==> src/rtl/tlb_fifo_lru_replacement_top_defines.svh <==
// Assertion helpers used by tlbfl_back.
`ifndef TLB_FIFO_LRU_REPLACEMENT_TOP_DEFINES_SVH
`define TLB_FIFO_LRU_REPLACEMENT_TOP_DEFINES_SVH

`define TLBFL_ASSERT(lbl, prop, msg) \
  lbl: assert property (@(posedge clk_i) disable iff (!rst_ni) prop) else $error(msg);

`define TLBFL_ASSERT_IMP(lbl, ante, cons, msg) \
  lbl: assert property (@(posedge clk_i) disable iff (!rst_ni) (ante) |-> (cons)) else $error(msg);

`endif

==> src/rtl/tlbfl_pkg.sv <==
package tlbfl_pkg;

  localparam int MaxEntriesDef = 16;

  localparam int PidW   = 16;
  localparam int SegW   = 8;
  localparam int PageW  = 10;
  localparam int FrameW = 20;
  localparam int CfgW   = 5;
  localparam int RmW    = 5;

  localparam logic [1:0] REQ_LOOKUP = 2'd0;
  localparam logic [1:0] REQ_INSERT = 2'd1;
  localparam logic [1:0] REQ_FLUSH  = 2'd2;

  localparam logic [1:0] CFG_ENTRIES = 2'd0;
  localparam logic [1:0] CFG_POLICY  = 2'd1;

  localparam logic POLICY_FIFO = 1'b0;
  localparam logic POLICY_LRU  = 1'b1;

  localparam logic [RmW-1:0] RM_MAX = {RmW{1'b1}};

  typedef enum logic [1:0] {
    OP_LOOKUP,
    OP_INSERT,
    OP_FLUSH,
    OP_NONE
  } op_e;

  typedef enum logic [1:0] {
    ST_IDLE,
    ST_SWEEP,
    ST_ACT,
    ST_DONE
  } state_e;

  typedef struct packed {
    op_e               op;
    logic [PidW-1:0]   pid;
    logic [SegW-1:0]   segment;
    logic [PageW-1:0]  page;
    logic [FrameW-1:0] frame;
  } req_t;

  typedef struct packed {
    logic [PidW-1:0]   pid;
    logic [SegW-1:0]   segment;
    logic [PageW-1:0]  page;
    logic [FrameW-1:0] frame;
  } entry_t;

endpackage

==> src/rtl/tlbfl_front.sv <==
module tlbfl_front (
  input  logic                            clk_i,
  input  logic                            rst_ni,
  input  logic                            push,
  output logic                            full,
  input  logic [1:0]                      req_type_i,
  input  logic [tlbfl_pkg::PidW-1:0]      pid_i,
  input  logic [tlbfl_pkg::SegW-1:0]      segment_i,
  input  logic [tlbfl_pkg::PageW-1:0]     page_i,
  input  logic [tlbfl_pkg::FrameW-1:0]    frame_i,
  input  logic                            disabled_i,
  output logic                            req_valid_o,
  output tlbfl_pkg::req_t                 req_o,
  input  logic                            req_take_i
);

  tlbfl_pkg::req_t q_q [2];
  logic            wr_ptr_q, wr_ptr_d;
  logic            rd_ptr_q, rd_ptr_d;
  logic [1:0]      cnt_q, cnt_d;
  tlbfl_pkg::op_e  op;
  logic            wr_en, rd_en;

  always_comb begin
    unique case (req_type_i)
      tlbfl_pkg::REQ_LOOKUP: op = disabled_i ? tlbfl_pkg::OP_NONE : tlbfl_pkg::OP_LOOKUP;
      tlbfl_pkg::REQ_INSERT: op = disabled_i ? tlbfl_pkg::OP_NONE : tlbfl_pkg::OP_INSERT;
      tlbfl_pkg::REQ_FLUSH:  op = tlbfl_pkg::OP_FLUSH;
      default:               op = tlbfl_pkg::OP_NONE;
    endcase
  end

  assign full        = (cnt_q == 2'd2);
  assign req_valid_o = (cnt_q != 2'd0);
  assign req_o       = q_q[rd_ptr_q];
  assign wr_en       = push && !full;
  assign rd_en       = req_take_i && req_valid_o;

  always_comb begin
    wr_ptr_d = wr_ptr_q ^ wr_en;
    rd_ptr_d = rd_ptr_q ^ rd_en;
    cnt_d    = cnt_q + {1'b0, wr_en} - {1'b0, rd_en};
  end

  always_ff @(posedge clk_i or negedge rst_ni) begin
    if (!rst_ni) begin
      wr_ptr_q <= 1'b0;
      rd_ptr_q <= 1'b0;
      cnt_q    <= 2'd0;
    end else begin
      wr_ptr_q <= wr_ptr_d;
      rd_ptr_q <= rd_ptr_d;
      cnt_q    <= cnt_d;
    end
  end

  always_ff @(posedge clk_i) begin
    if (wr_en) begin
      q_q[wr_ptr_q] <= '{op: op, pid: pid_i, segment: segment_i, page: page_i, frame: frame_i};
    end
  end

endmodule

==> src/rtl/tlbfl_back.sv <==
`include "tlb_fifo_lru_replacement_top_defines.svh"

module tlbfl_back #(
  parameter int MAX_ENTRIES = tlbfl_pkg::MaxEntriesDef,
  localparam int IW = (MAX_ENTRIES > 1) ? $clog2(MAX_ENTRIES) : 1,
  localparam int CW = $clog2(MAX_ENTRIES + 1)
) (
  input  logic                            clk_i,
  input  logic                            rst_ni,
  input  logic                            req_valid_i,
  input  tlbfl_pkg::req_t                 req_i,
  output logic                            req_take_o,
  input  logic [CW-1:0]                   cap_i,
  input  logic                            policy_i,
  output logic                            empty,
  input  logic                            pop,
  output logic                            hit_o,
  output logic [tlbfl_pkg::FrameW-1:0]    frame_out_o,
  output logic                            evicted_o,
  output logic [tlbfl_pkg::RmW-1:0]       removed_count_o
);

  localparam int RW = IW;

  tlbfl_pkg::state_e state_q, state_d;

  tlbfl_pkg::entry_t mem [MAX_ENTRIES];
  tlbfl_pkg::entry_t rdata_q;
  tlbfl_pkg::entry_t wdata;
  logic              mem_we;
  logic [IW-1:0]     waddr;
  logic              rd_en;

  logic [CW-1:0]     rd_cnt_q, rd_cnt_d;
  logic              ex_vld_q, ex_vld_d;
  logic [IW-1:0]     ex_idx_q, ex_idx_d;
  tlbfl_pkg::req_t   cur_q, cur_d;
  logic              hit_q, hit_d;
  logic [IW-1:0]     hit_idx_q, hit_idx_d;
  logic [tlbfl_pkg::FrameW-1:0] hit_frame_q, hit_frame_d;
  logic              free_fnd_q, free_fnd_d;
  logic [IW-1:0]     free_idx_q, free_idx_d;
  logic [IW-1:0]     vic_idx_q, vic_idx_d;
  logic [tlbfl_pkg::RmW-1:0] rm_q, rm_d;

  logic [MAX_ENTRIES-1:0] valid_q, valid_d;
  logic [CW-1:0]     cnt_q, cnt_d;
  logic [RW-1:0]     load_q [MAX_ENTRIES];
  logic [RW-1:0]     load_d [MAX_ENTRIES];
  logic [RW-1:0]     use_q  [MAX_ENTRIES];
  logic [RW-1:0]     use_d  [MAX_ENTRIES];

  logic              ld_cl_en, us_cl_en;
  logic [RW-1:0]     ld_cl_r, us_cl_r;
  logic [IW-1:0]     ld_cl_skip, us_cl_skip;
  logic              ld_set_en, us_set_en;
  logic [IW-1:0]     ld_set_idx, us_set_idx;
  logic [RW-1:0]     ld_set_val, us_set_val;

  logic              res_hit_q, res_hit_d;
  logic [tlbfl_pkg::FrameW-1:0] res_frame_q, res_frame_d;
  logic              res_evicted_q, res_evicted_d;
  logic [tlbfl_pkg::RmW-1:0] res_rm_q, res_rm_d;

  logic              out_vld_q, out_vld_d;
  logic              out_hit_q, out_hit_d;
  logic [tlbfl_pkg::FrameW-1:0] out_frame_q, out_frame_d;
  logic              out_evicted_q, out_evicted_d;
  logic [tlbfl_pkg::RmW-1:0] out_rm_q, out_rm_d;

  logic              ex_v, key_m, pid_m;
  logic [RW-1:0]     ex_ord;
  logic [RW-1:0]     newest;

  assign rd_en  = (state_q == tlbfl_pkg::ST_SWEEP) && (rd_cnt_q < CW'(MAX_ENTRIES));
  assign ex_v   = valid_q[ex_idx_q];
  assign pid_m  = ex_v && (rdata_q.pid == cur_q.pid);
  assign key_m  = pid_m && (rdata_q.segment == cur_q.segment) && (rdata_q.page == cur_q.page);
  assign ex_ord = (policy_i == tlbfl_pkg::POLICY_LRU) ? use_q[ex_idx_q] : load_q[ex_idx_q];
  assign newest = RW'(cnt_q - 1'b1);

  always_comb begin
    state_d = state_q;
    unique case (state_q)
      tlbfl_pkg::ST_IDLE: begin
        if (req_valid_i) begin
          state_d = (req_i.op == tlbfl_pkg::OP_NONE) ? tlbfl_pkg::ST_DONE : tlbfl_pkg::ST_SWEEP;
        end
      end
      tlbfl_pkg::ST_SWEEP: begin
        if (ex_vld_q && ex_idx_q == IW'(MAX_ENTRIES - 1)) begin
          state_d = tlbfl_pkg::ST_ACT;
        end
      end
      tlbfl_pkg::ST_ACT: state_d = tlbfl_pkg::ST_DONE;
      tlbfl_pkg::ST_DONE: begin
        if (!out_vld_q || pop) begin
          state_d = tlbfl_pkg::ST_IDLE;
        end
      end
      default: state_d = tlbfl_pkg::ST_IDLE;
    endcase
  end

  always_comb begin
    req_take_o = (state_q == tlbfl_pkg::ST_IDLE);
    empty      = !out_vld_q;
    hit_o      = out_hit_q;
    frame_out_o = out_frame_q;
    evicted_o  = out_evicted_q;
    removed_count_o = out_rm_q;
  end

  always_comb begin
    rd_cnt_d = rd_cnt_q;
    ex_vld_d = 1'b0;
    ex_idx_d = ex_idx_q;
    cur_d = cur_q;
    hit_d = hit_q;
    hit_idx_d = hit_idx_q;
    hit_frame_d = hit_frame_q;
    free_fnd_d = free_fnd_q;
    free_idx_d = free_idx_q;
    vic_idx_d = vic_idx_q;
    rm_d = rm_q;
    valid_d = valid_q;
    cnt_d = cnt_q;
    ld_cl_en = 1'b0; ld_cl_r = '0; ld_cl_skip = '0;
    us_cl_en = 1'b0; us_cl_r = '0; us_cl_skip = '0;
    ld_set_en = 1'b0; ld_set_idx = '0; ld_set_val = '0;
    us_set_en = 1'b0; us_set_idx = '0; us_set_val = '0;
    mem_we = 1'b0;
    waddr = '0;
    wdata = '{pid: cur_q.pid, segment: cur_q.segment, page: cur_q.page, frame: cur_q.frame};
    res_hit_d = res_hit_q;
    res_frame_d = res_frame_q;
    res_evicted_d = res_evicted_q;
    res_rm_d = res_rm_q;
    out_vld_d = out_vld_q && !pop;
    out_hit_d = out_hit_q;
    out_frame_d = out_frame_q;
    out_evicted_d = out_evicted_q;
    out_rm_d = out_rm_q;

    unique case (state_q)
      tlbfl_pkg::ST_IDLE: begin
        if (req_valid_i) begin
          cur_d = req_i;
          hit_d = 1'b0;
          hit_idx_d = '0;
          hit_frame_d = '0;
          free_fnd_d = 1'b0;
          free_idx_d = '0;
          vic_idx_d = '0;
          rm_d = '0;
          rd_cnt_d = '0;
          res_hit_d = 1'b0;
          res_frame_d = '0;
          res_evicted_d = 1'b0;
          res_rm_d = '0;
        end
      end
      tlbfl_pkg::ST_SWEEP: begin
        ex_vld_d = rd_en;
        ex_idx_d = rd_cnt_q[IW-1:0];
        if (rd_en) begin
          rd_cnt_d = rd_cnt_q + 1'b1;
        end
        if (ex_vld_q) begin
          unique case (cur_q.op)
            tlbfl_pkg::OP_LOOKUP, tlbfl_pkg::OP_INSERT: begin
              if (key_m && !hit_q) begin
                hit_d = 1'b1;
                hit_idx_d = ex_idx_q;
                hit_frame_d = rdata_q.frame;
              end
              if (!ex_v && !free_fnd_q) begin
                free_fnd_d = 1'b1;
                free_idx_d = ex_idx_q;
              end
              if (ex_v && ex_ord == '0) begin
                vic_idx_d = ex_idx_q;
              end
            end
            tlbfl_pkg::OP_FLUSH: begin
              if (pid_m) begin
                valid_d[ex_idx_q] = 1'b0;
                cnt_d = cnt_q - 1'b1;
                ld_cl_en = 1'b1; ld_cl_r = load_q[ex_idx_q]; ld_cl_skip = ex_idx_q;
                us_cl_en = 1'b1; us_cl_r = use_q[ex_idx_q];  us_cl_skip = ex_idx_q;
                rm_d = (rm_q == tlbfl_pkg::RM_MAX) ? rm_q : rm_q + 1'b1;
              end
            end
            default: ;
          endcase
        end
      end
      tlbfl_pkg::ST_ACT: begin
        unique case (cur_q.op)
          tlbfl_pkg::OP_LOOKUP: begin
            if (hit_q) begin
              us_cl_en = 1'b1; us_cl_r = use_q[hit_idx_q]; us_cl_skip = hit_idx_q;
              us_set_en = 1'b1; us_set_idx = hit_idx_q; us_set_val = newest;
              res_hit_d = 1'b1;
              res_frame_d = hit_frame_q;
            end
          end
          tlbfl_pkg::OP_INSERT: begin
            mem_we = 1'b1;
            if (hit_q) begin
              waddr = hit_idx_q;
              ld_cl_en = 1'b1; ld_cl_r = load_q[hit_idx_q]; ld_cl_skip = hit_idx_q;
              us_cl_en = 1'b1; us_cl_r = use_q[hit_idx_q];  us_cl_skip = hit_idx_q;
              ld_set_en = 1'b1; ld_set_idx = hit_idx_q; ld_set_val = newest;
              us_set_en = 1'b1; us_set_idx = hit_idx_q; us_set_val = newest;
            end else if (cnt_q < cap_i) begin
              waddr = free_idx_q;
              valid_d[free_idx_q] = 1'b1;
              cnt_d = cnt_q + 1'b1;
              ld_set_en = 1'b1; ld_set_idx = free_idx_q; ld_set_val = RW'(cnt_q);
              us_set_en = 1'b1; us_set_idx = free_idx_q; us_set_val = RW'(cnt_q);
            end else begin
              waddr = vic_idx_q;
              ld_cl_en = 1'b1; ld_cl_r = load_q[vic_idx_q]; ld_cl_skip = vic_idx_q;
              us_cl_en = 1'b1; us_cl_r = use_q[vic_idx_q];  us_cl_skip = vic_idx_q;
              ld_set_en = 1'b1; ld_set_idx = vic_idx_q; ld_set_val = newest;
              us_set_en = 1'b1; us_set_idx = vic_idx_q; us_set_val = newest;
              res_evicted_d = 1'b1;
            end
          end
          tlbfl_pkg::OP_FLUSH: res_rm_d = rm_q;
          default: ;
        endcase
      end
      tlbfl_pkg::ST_DONE: begin
        if (!out_vld_q || pop) begin
          out_vld_d = 1'b1;
          out_hit_d = res_hit_q;
          out_frame_d = res_frame_q;
          out_evicted_d = res_evicted_q;
          out_rm_d = res_rm_q;
        end
      end
      default: ;
    endcase
  end

  always_comb begin
    for (int j = 0; j < MAX_ENTRIES; j++) begin
      load_d[j] = load_q[j];
      use_d[j]  = use_q[j];
      if (ld_cl_en && IW'(j) != ld_cl_skip && valid_q[j] && load_q[j] > ld_cl_r) begin
        load_d[j] = load_q[j] - 1'b1;
      end
      if (us_cl_en && IW'(j) != us_cl_skip && valid_q[j] && use_q[j] > us_cl_r) begin
        use_d[j] = use_q[j] - 1'b1;
      end
      if (ld_set_en && IW'(j) == ld_set_idx) begin
        load_d[j] = ld_set_val;
      end
      if (us_set_en && IW'(j) == us_set_idx) begin
        use_d[j] = us_set_val;
      end
    end
  end

  always_ff @(posedge clk_i or negedge rst_ni) begin
    if (!rst_ni) begin
      state_q   <= tlbfl_pkg::ST_IDLE;
      rd_cnt_q  <= '0;
      ex_vld_q  <= 1'b0;
      valid_q   <= '0;
      cnt_q     <= '0;
      out_vld_q <= 1'b0;
    end else begin
      state_q   <= state_d;
      rd_cnt_q  <= rd_cnt_d;
      ex_vld_q  <= ex_vld_d;
      valid_q   <= valid_d;
      cnt_q     <= cnt_d;
      out_vld_q <= out_vld_d;
    end
  end

  always_ff @(posedge clk_i) begin
    ex_idx_q      <= ex_idx_d;
    cur_q         <= cur_d;
    hit_q         <= hit_d;
    hit_idx_q     <= hit_idx_d;
    hit_frame_q   <= hit_frame_d;
    free_fnd_q    <= free_fnd_d;
    free_idx_q    <= free_idx_d;
    vic_idx_q     <= vic_idx_d;
    rm_q          <= rm_d;
    res_hit_q     <= res_hit_d;
    res_frame_q   <= res_frame_d;
    res_evicted_q <= res_evicted_d;
    res_rm_q      <= res_rm_d;
    out_hit_q     <= out_hit_d;
    out_frame_q   <= out_frame_d;
    out_evicted_q <= out_evicted_d;
    out_rm_q      <= out_rm_d;
    load_q        <= load_d;
    use_q         <= use_d;
  end

  always_ff @(posedge clk_i) begin
    if (mem_we) begin
      mem[waddr] <= wdata;
    end
    if (rd_en) begin
      rdata_q <= mem[rd_cnt_q[IW-1:0]];
    end
  end

  `TLBFL_ASSERT(a_cnt_tracks_valid, cnt_q == CW'($countones(valid_q)), "count out of sync")
  `TLBFL_ASSERT_IMP(a_act_to_done, state_q == tlbfl_pkg::ST_ACT, ##1 state_q == tlbfl_pkg::ST_DONE, "act not followed by done")
  `TLBFL_ASSERT(a_hit_no_evict, !(out_vld_q && out_hit_q && out_evicted_q), "hit and evict together")
  `TLBFL_ASSERT_IMP(a_sweep_start, state_q == tlbfl_pkg::ST_SWEEP && !ex_vld_q, rd_cnt_q == '0, "sweep pipeline gap")

endmodule

==> src/rtl/tlb_fifo_lru_replacement_top.sv <==
// Fully associative translation buffer keyed by pid, segment and page.
// Request side is a queue: drive req_type_i/pid_i/segment_i/page_i/frame_i
// and raise push; the word is taken when full is low. Two requests can wait.
// Result side is a queue too: while empty is low, hit_o/frame_out_o/
// evicted_o/removed_count_o hold the oldest result; raise pop to take it.
// Configuration: cfg_valid_i with cfg_index_i/cfg_data_i; cfg_ready_o is
// always high. Index 0 sets usable entries (0 disables), index 1 the victim
// policy (0 FIFO, 1 LRU). Write only while idle.
// Each request sweeps all MAX_ENTRIES entries through one memory read port,
// one entry per cycle, one request at a time; disabled lookups/inserts and
// unknown types skip the sweep and go straight to the result stage.
// A finished result sits in the output register while the next request is
// swept; if the receiver stalls, the engine holds its next result until the
// output register frees, and the request queue then fills and raises full.
// Reset empties both queues and invalidates all entries at once; usable
// entries go to 16 and policy to FIFO.
module tlb_fifo_lru_replacement_top #(
  parameter int MAX_ENTRIES = tlbfl_pkg::MaxEntriesDef
) (
  input  logic                            clk_i,
  input  logic                            rst_ni,
  input  logic                            push,
  output logic                            full,
  input  logic [1:0]                      req_type_i,
  input  logic [tlbfl_pkg::PidW-1:0]      pid_i,
  input  logic [tlbfl_pkg::SegW-1:0]      segment_i,
  input  logic [tlbfl_pkg::PageW-1:0]     page_i,
  input  logic [tlbfl_pkg::FrameW-1:0]    frame_i,
  output logic                            empty,
  input  logic                            pop,
  output logic                            hit_o,
  output logic [tlbfl_pkg::FrameW-1:0]    frame_out_o,
  output logic                            evicted_o,
  output logic [tlbfl_pkg::RmW-1:0]       removed_count_o,
  input  logic                            cfg_valid_i,
  output logic                            cfg_ready_o,
  input  logic [1:0]                      cfg_index_i,
  input  logic [tlbfl_pkg::CfgW-1:0]      cfg_data_i
);

  localparam int CW   = $clog2(MAX_ENTRIES + 1);
  localparam int CMPW = (CW > tlbfl_pkg::CfgW) ? CW : tlbfl_pkg::CfgW;

  logic [tlbfl_pkg::CfgW-1:0] eiu_q, eiu_d;
  logic                       policy_q, policy_d;
  logic [CMPW-1:0]            eiu_x;
  logic [CW-1:0]              cap;
  logic                       req_valid;
  logic                       req_take;
  tlbfl_pkg::req_t            req;

  assign cfg_ready_o = 1'b1;
  assign eiu_x = CMPW'(eiu_q);
  assign cap   = (eiu_x > CMPW'(MAX_ENTRIES)) ? CW'(MAX_ENTRIES) : CW'(eiu_x);

  always_comb begin
    eiu_d    = eiu_q;
    policy_d = policy_q;
    if (cfg_valid_i && cfg_ready_o) begin
      unique case (cfg_index_i)
        tlbfl_pkg::CFG_ENTRIES: eiu_d = cfg_data_i;
        tlbfl_pkg::CFG_POLICY:  policy_d = cfg_data_i[0];
        default: ;
      endcase
    end
  end

  always_ff @(posedge clk_i or negedge rst_ni) begin
    if (!rst_ni) begin
      eiu_q    <= tlbfl_pkg::CfgW'(16);
      policy_q <= tlbfl_pkg::POLICY_FIFO;
    end else begin
      eiu_q    <= eiu_d;
      policy_q <= policy_d;
    end
  end

  tlbfl_front u_front (
    .clk_i       (clk_i),
    .rst_ni      (rst_ni),
    .push        (push),
    .full        (full),
    .req_type_i  (req_type_i),
    .pid_i       (pid_i),
    .segment_i   (segment_i),
    .page_i      (page_i),
    .frame_i     (frame_i),
    .disabled_i  (eiu_q == '0),
    .req_valid_o (req_valid),
    .req_o       (req),
    .req_take_i  (req_take)
  );

  tlbfl_back #(
    .MAX_ENTRIES (MAX_ENTRIES)
  ) u_back (
    .clk_i           (clk_i),
    .rst_ni          (rst_ni),
    .req_valid_i     (req_valid),
    .req_i           (req),
    .req_take_o      (req_take),
    .cap_i           (cap),
    .policy_i        (policy_q),
    .empty           (empty),
    .pop             (pop),
    .hit_o           (hit_o),
    .frame_out_o     (frame_out_o),
    .evicted_o       (evicted_o),
    .removed_count_o (removed_count_o)
  );

endmodule
==> config.mk <==
export PLATFORM = sky130hd
export DESIGN_NAME = tlb_fifo_lru_replacement_top
export DESIGN_NICKNAME = d
export VERILOG_FILES = /design/src/rtl/tlbfl_pkg.sv /design/src/rtl/tlbfl_front.sv /design/src/rtl/tlbfl_back.sv /design/src/rtl/tlb_fifo_lru_replacement_top.sv
export VERILOG_INCLUDE_DIRS = /design/src /design/src/rtl
export SDC_FILE = /design/constraint.sdc
export NUM_CORES = 2
export LEC_CHECK = 0
export BUFFER_PORTS_ARGS = -buffer_cell sky130_fd_sc_hd__clkbuf_2
export CORE_MARGIN = 3
export CORE_UTILIZATION = 63
export DETAILED_ROUTE_END_ITERATION = 8
export GPL_TIMING_DRIVEN = 0
export PLACE_DENSITY = 0.8
export SLEW_MARGIN = 20
export SYNTH_ARGS = -nofsm -noshare
export SYNTH_HDL_FRONTEND = slang
export SYNTH_SLANG_ARGS = --single-unit
==> constraint.sdc <==
create_clock -name clk_i -period 5.6 [get_ports clk_i]
set_input_delay 0.28 -clock clk_i [delete_from_list [all_inputs] [get_ports clk_i]]
set_output_delay 0.28 -clock clk_i [all_outputs]
set_load 0.02 [all_outputs]
==> impl_results.md <==
- Status: completed
- Max-Slew Margin vs Limit: 0.113
- All-Layer GR Usage: 0.382
- Share of Yosys cell area claimed by the top area cell type: 0.659
- Final hold vios: 0
- Via Count: approximately 35000
- Utilization after layout: 0.726
- # clock sinks: 1351
- Post-synth net total: 3437
- Mapped cell area: about 60000 um2
- Slew Limit Fails: 0
- CTS tree: done
- Worst r2r dst: u_back.load_q[56]
- Power, Total: ~34000 uW
- Arr. time, crit path: 5.85 ns
- Initial DRC count: around 4800
- Area delta synth->final: 13.9%
- Slew @ Worst Pin: 1.32 ns
- # rows: 112
- Placed instance area: 62800 um2
- Root Buffer: clkbuf_16
- Most frequent cells in the layout: edfxtp_1 (1311), mux4_2 (386), ha_1 (176)
- Remaining antenna violation count: 0
- Tcrit/Tclk final: 0.974
- Core area: 93700 um2
- Reg clk slew, reported paths: 0.06 ns
- Pwr/cell area: 497 nW/um2
- Die W: 314 um
- Post-place setup slack: -0.924 ns
- CP required: 5.99 ns
- Pleak: 0.0230 uW
- Critical Path Start Type: flop
- Min Tclk post-route: 5.45 ns
- DRT Pass-1 Iters: 6
- Dpl hpwl: ~110 mm
- Clk buf depth: 3
- Most common cell after layout, fill and taps aside: edfxtp_1
- Flops & latches, synth: 1351
- Sequential share of the synthesized area: 0.675
- Largest net degree at the start of global routing: 41
- Nets@finish: 3782
- Io pins: 98
- Clk_skew: 0.0243 ns
- Kind of critical path: reg -> reg
- Num CTS Buffers: 135
- WL final: 185 mm
- Distinct cells, synth: between 80 and 90
- Fmax: about 180 MHz
- Die area: 98600 um2
- Largest area contributor in the netlist: edfxtp_1
- Residual DRC: 0
- RSZ-0062 raised after global routing: no
- R2R Setup Slk: around 0.15 ns
- Placer Congestion: 0.994
- Warnings, synthesis: 0
- Setup bufs post-CTS: 0
- Maximum fanout along the worst path: 16
- Most used DFF post-synth: edfxtp_1
- Layout cells sized above 1: 0.248
- Die height: 314 um
- Number of flops mapped to enable cells by yosys: 1311
- Final Worst Setup Slack: roughly 0.15 ns
- Worst reg2reg startpoint: u_back.ex_idx_q[1]
- Worst-case reg-to-reg path depth: 11
- VDD IR max: 0.499 mV
- Fillcell total: 5208
- CP endpoint kind: flop
- Ant. Diodes: 0
- Fin Setup TNS: 0 ns
- First-pass GRT wire length: 263 mm
- Initial antenna violation count: 6
- Initial Util: 0.638
- Routed WL per cell: 37.8 um
- Gr ovfl total: 0
- H-tree depth: 4
- Asr flop ratio synth: 0.0296
- Setup-failing EPs final: 0
- Vias/cell: 7.25
- Syn_area_per_cell: 18.7 um2
- Design area: 68100 um2
- Synth Instances: around 3200
- Vias in the first global route: 36833
- I/O Buffers: 96
- Synth area leaders: edfxtp_1 (66%), mux4_2 (15%), ha_1 (3.7%)
- Worst hold path class: in -> async
- Clock Latency Late Sink: around 0.76 ns
- Maxcap violations: 0
-- flip-flops by register name, indices dropped and copies added (netlist names), 16 cells and up --
register            count
u_back.valid_q         16
u_back.cur_q           56
u_back.hit_frame_q     20
u_back.use_q           64
u_back.rdata_q         54
u_back.res_frame_q     20
u_back.frame_out_o     20
u_back.mem            864
u_front.q_q           112
u_back.load_q          64
-- cell usage after synthesis, types with 22 or more instances --
| cell | count |
|---|---|
| edfxtp_1 | 1311 |
| buf_1 | 31 |
| xor2_1 | 30 |
| nand2b_1 | 24 |
| mux2i_1 | 121 |
| nand4_1 | 47 |
| a21oi_1 | 69 |
| o21a_1 | 37 |
| nor2_1 | 42 |
| mux4_2 | 386 |
| xnor2_1 | 79 |
| nor3_1 | 41 |
| nor2b_1 | 48 |
| ha_1 | 178 |
| o21ai_0 | 35 |
| dfrtp_1 | 39 |
| clkbuf_1 | 100 |
| and2_1 | 62 |
| nand2_1 | 86 |
| buf_2 | 22 |
| inv_1 | 93 |
| mux2_2 | 65 |
-- area by class of cell --
class	instances	area [um2]	share of cell area
Clock buffer	177	3650	0.0536
Multi-Input combinational cell	1590	18700	0.275
Inverter	93	379	0.00557
Tap cell	1254	1570	0.0230
Buffer	157	676	0.00993
Clock inverter	62	647	0.00950
Timing Repair Buffer	208	2080	0.0305
Sequential cell	1351	40400	0.593
-- layer usage --
layer,vias up,GRT usage,part of all wire
met3,646,0.0812,0.10
met4,12,0.206,0.058
met1,18210,0.473,0.34
met5,-,0,0.00044
li1,13796,-,-
met2,2816,0.636,0.51
-- how the worst max path moves through the flow --
| stage | start | end | slack (ns) | cells past startpoint |
|---|---|---|---|---|
| 2_1_floorplan | eiu_q[4] | u_back.load_q[12] | 0.68 | 11 |
| 3_3_place_gp | u_back.state_q[1] | u_back.ex_vld_q | -2.32 | 5 |
| 3_5_place_dp | u_back.cur_q[43] | u_back.use_q[0] | -0.92 | 14 |
| 4_1_cts | u_back.cur_q[43] | u_back.load_q[47] | 0.01 | 12 |
| 5_1_grt | u_back.vic_idx_q[0] | u_back.load_q[59] | 0.0008 | 11 |
| 6_report | u_back.ex_idx_q[1] | u_back.load_q[56] | 0.15 | 11 |
-- power breakdown --
| group | leakage, uW | switching, uW | total [uW] | internal [uW] |
|---|---|---|---|---|
| Sequential | 0.0124 | 1380 | 14700 | 13400 |
| Combinational | 0.00853 | 6090 | 10100 | 3990 |
| Clock | 0.00209 | 3920 | 9040 | 5120 |
-- logic make-up (layout without fill, tap and decap cells) --
logic type               after synthesis  in the layout  synth area share
flip-flops                          1351           1351             0.675
multiplexers                         572            572             0.178
AND/OR/NAND/NOR                      438            438            0.0417
AO/OA/AOI/OAI                        292            292            0.0353
buffers and inverters                250            697            0.0165
adder cells (fa/ha/maj)              178            178            0.0373
XOR/XNOR                             109            109            0.0160
other                                  1              1         0.0000627
-- timing repair --
item                                   in CTS  in global routing
gates resized for setup                    15                 29
pin swaps                                   0                  0
endpoints found under the hold margin     158                  0
setup endpoints to repair                 128                120
hold buffers                               72                  0
-- worst max-delay path, stage by stage (launching register included) --
cell and delay (ns):
edfxtp_1 0.39, buf_2 0.47, clkbuf_1 0.92, clkbuf_1 0.69, mux4_2 0.43, a221oi_1 0.38
o22ai_1 0.17, nand2_2 0.49, ha_1 0.36, nand4_1 0.12, nand2_1 0.07, o41ai_2 0.57
-- stage by stage --
stage          cells  hold WS (ns)
3_5_place_dp    4581         0.405
5_1_grt         4892         0.236
3_3_place_gp    4541         0.403
4_1_cts         4892         0.198
2_1_floorplan   3191       -0.0156
6_report        4892         0.245
(Power assumes the default switching activity.)
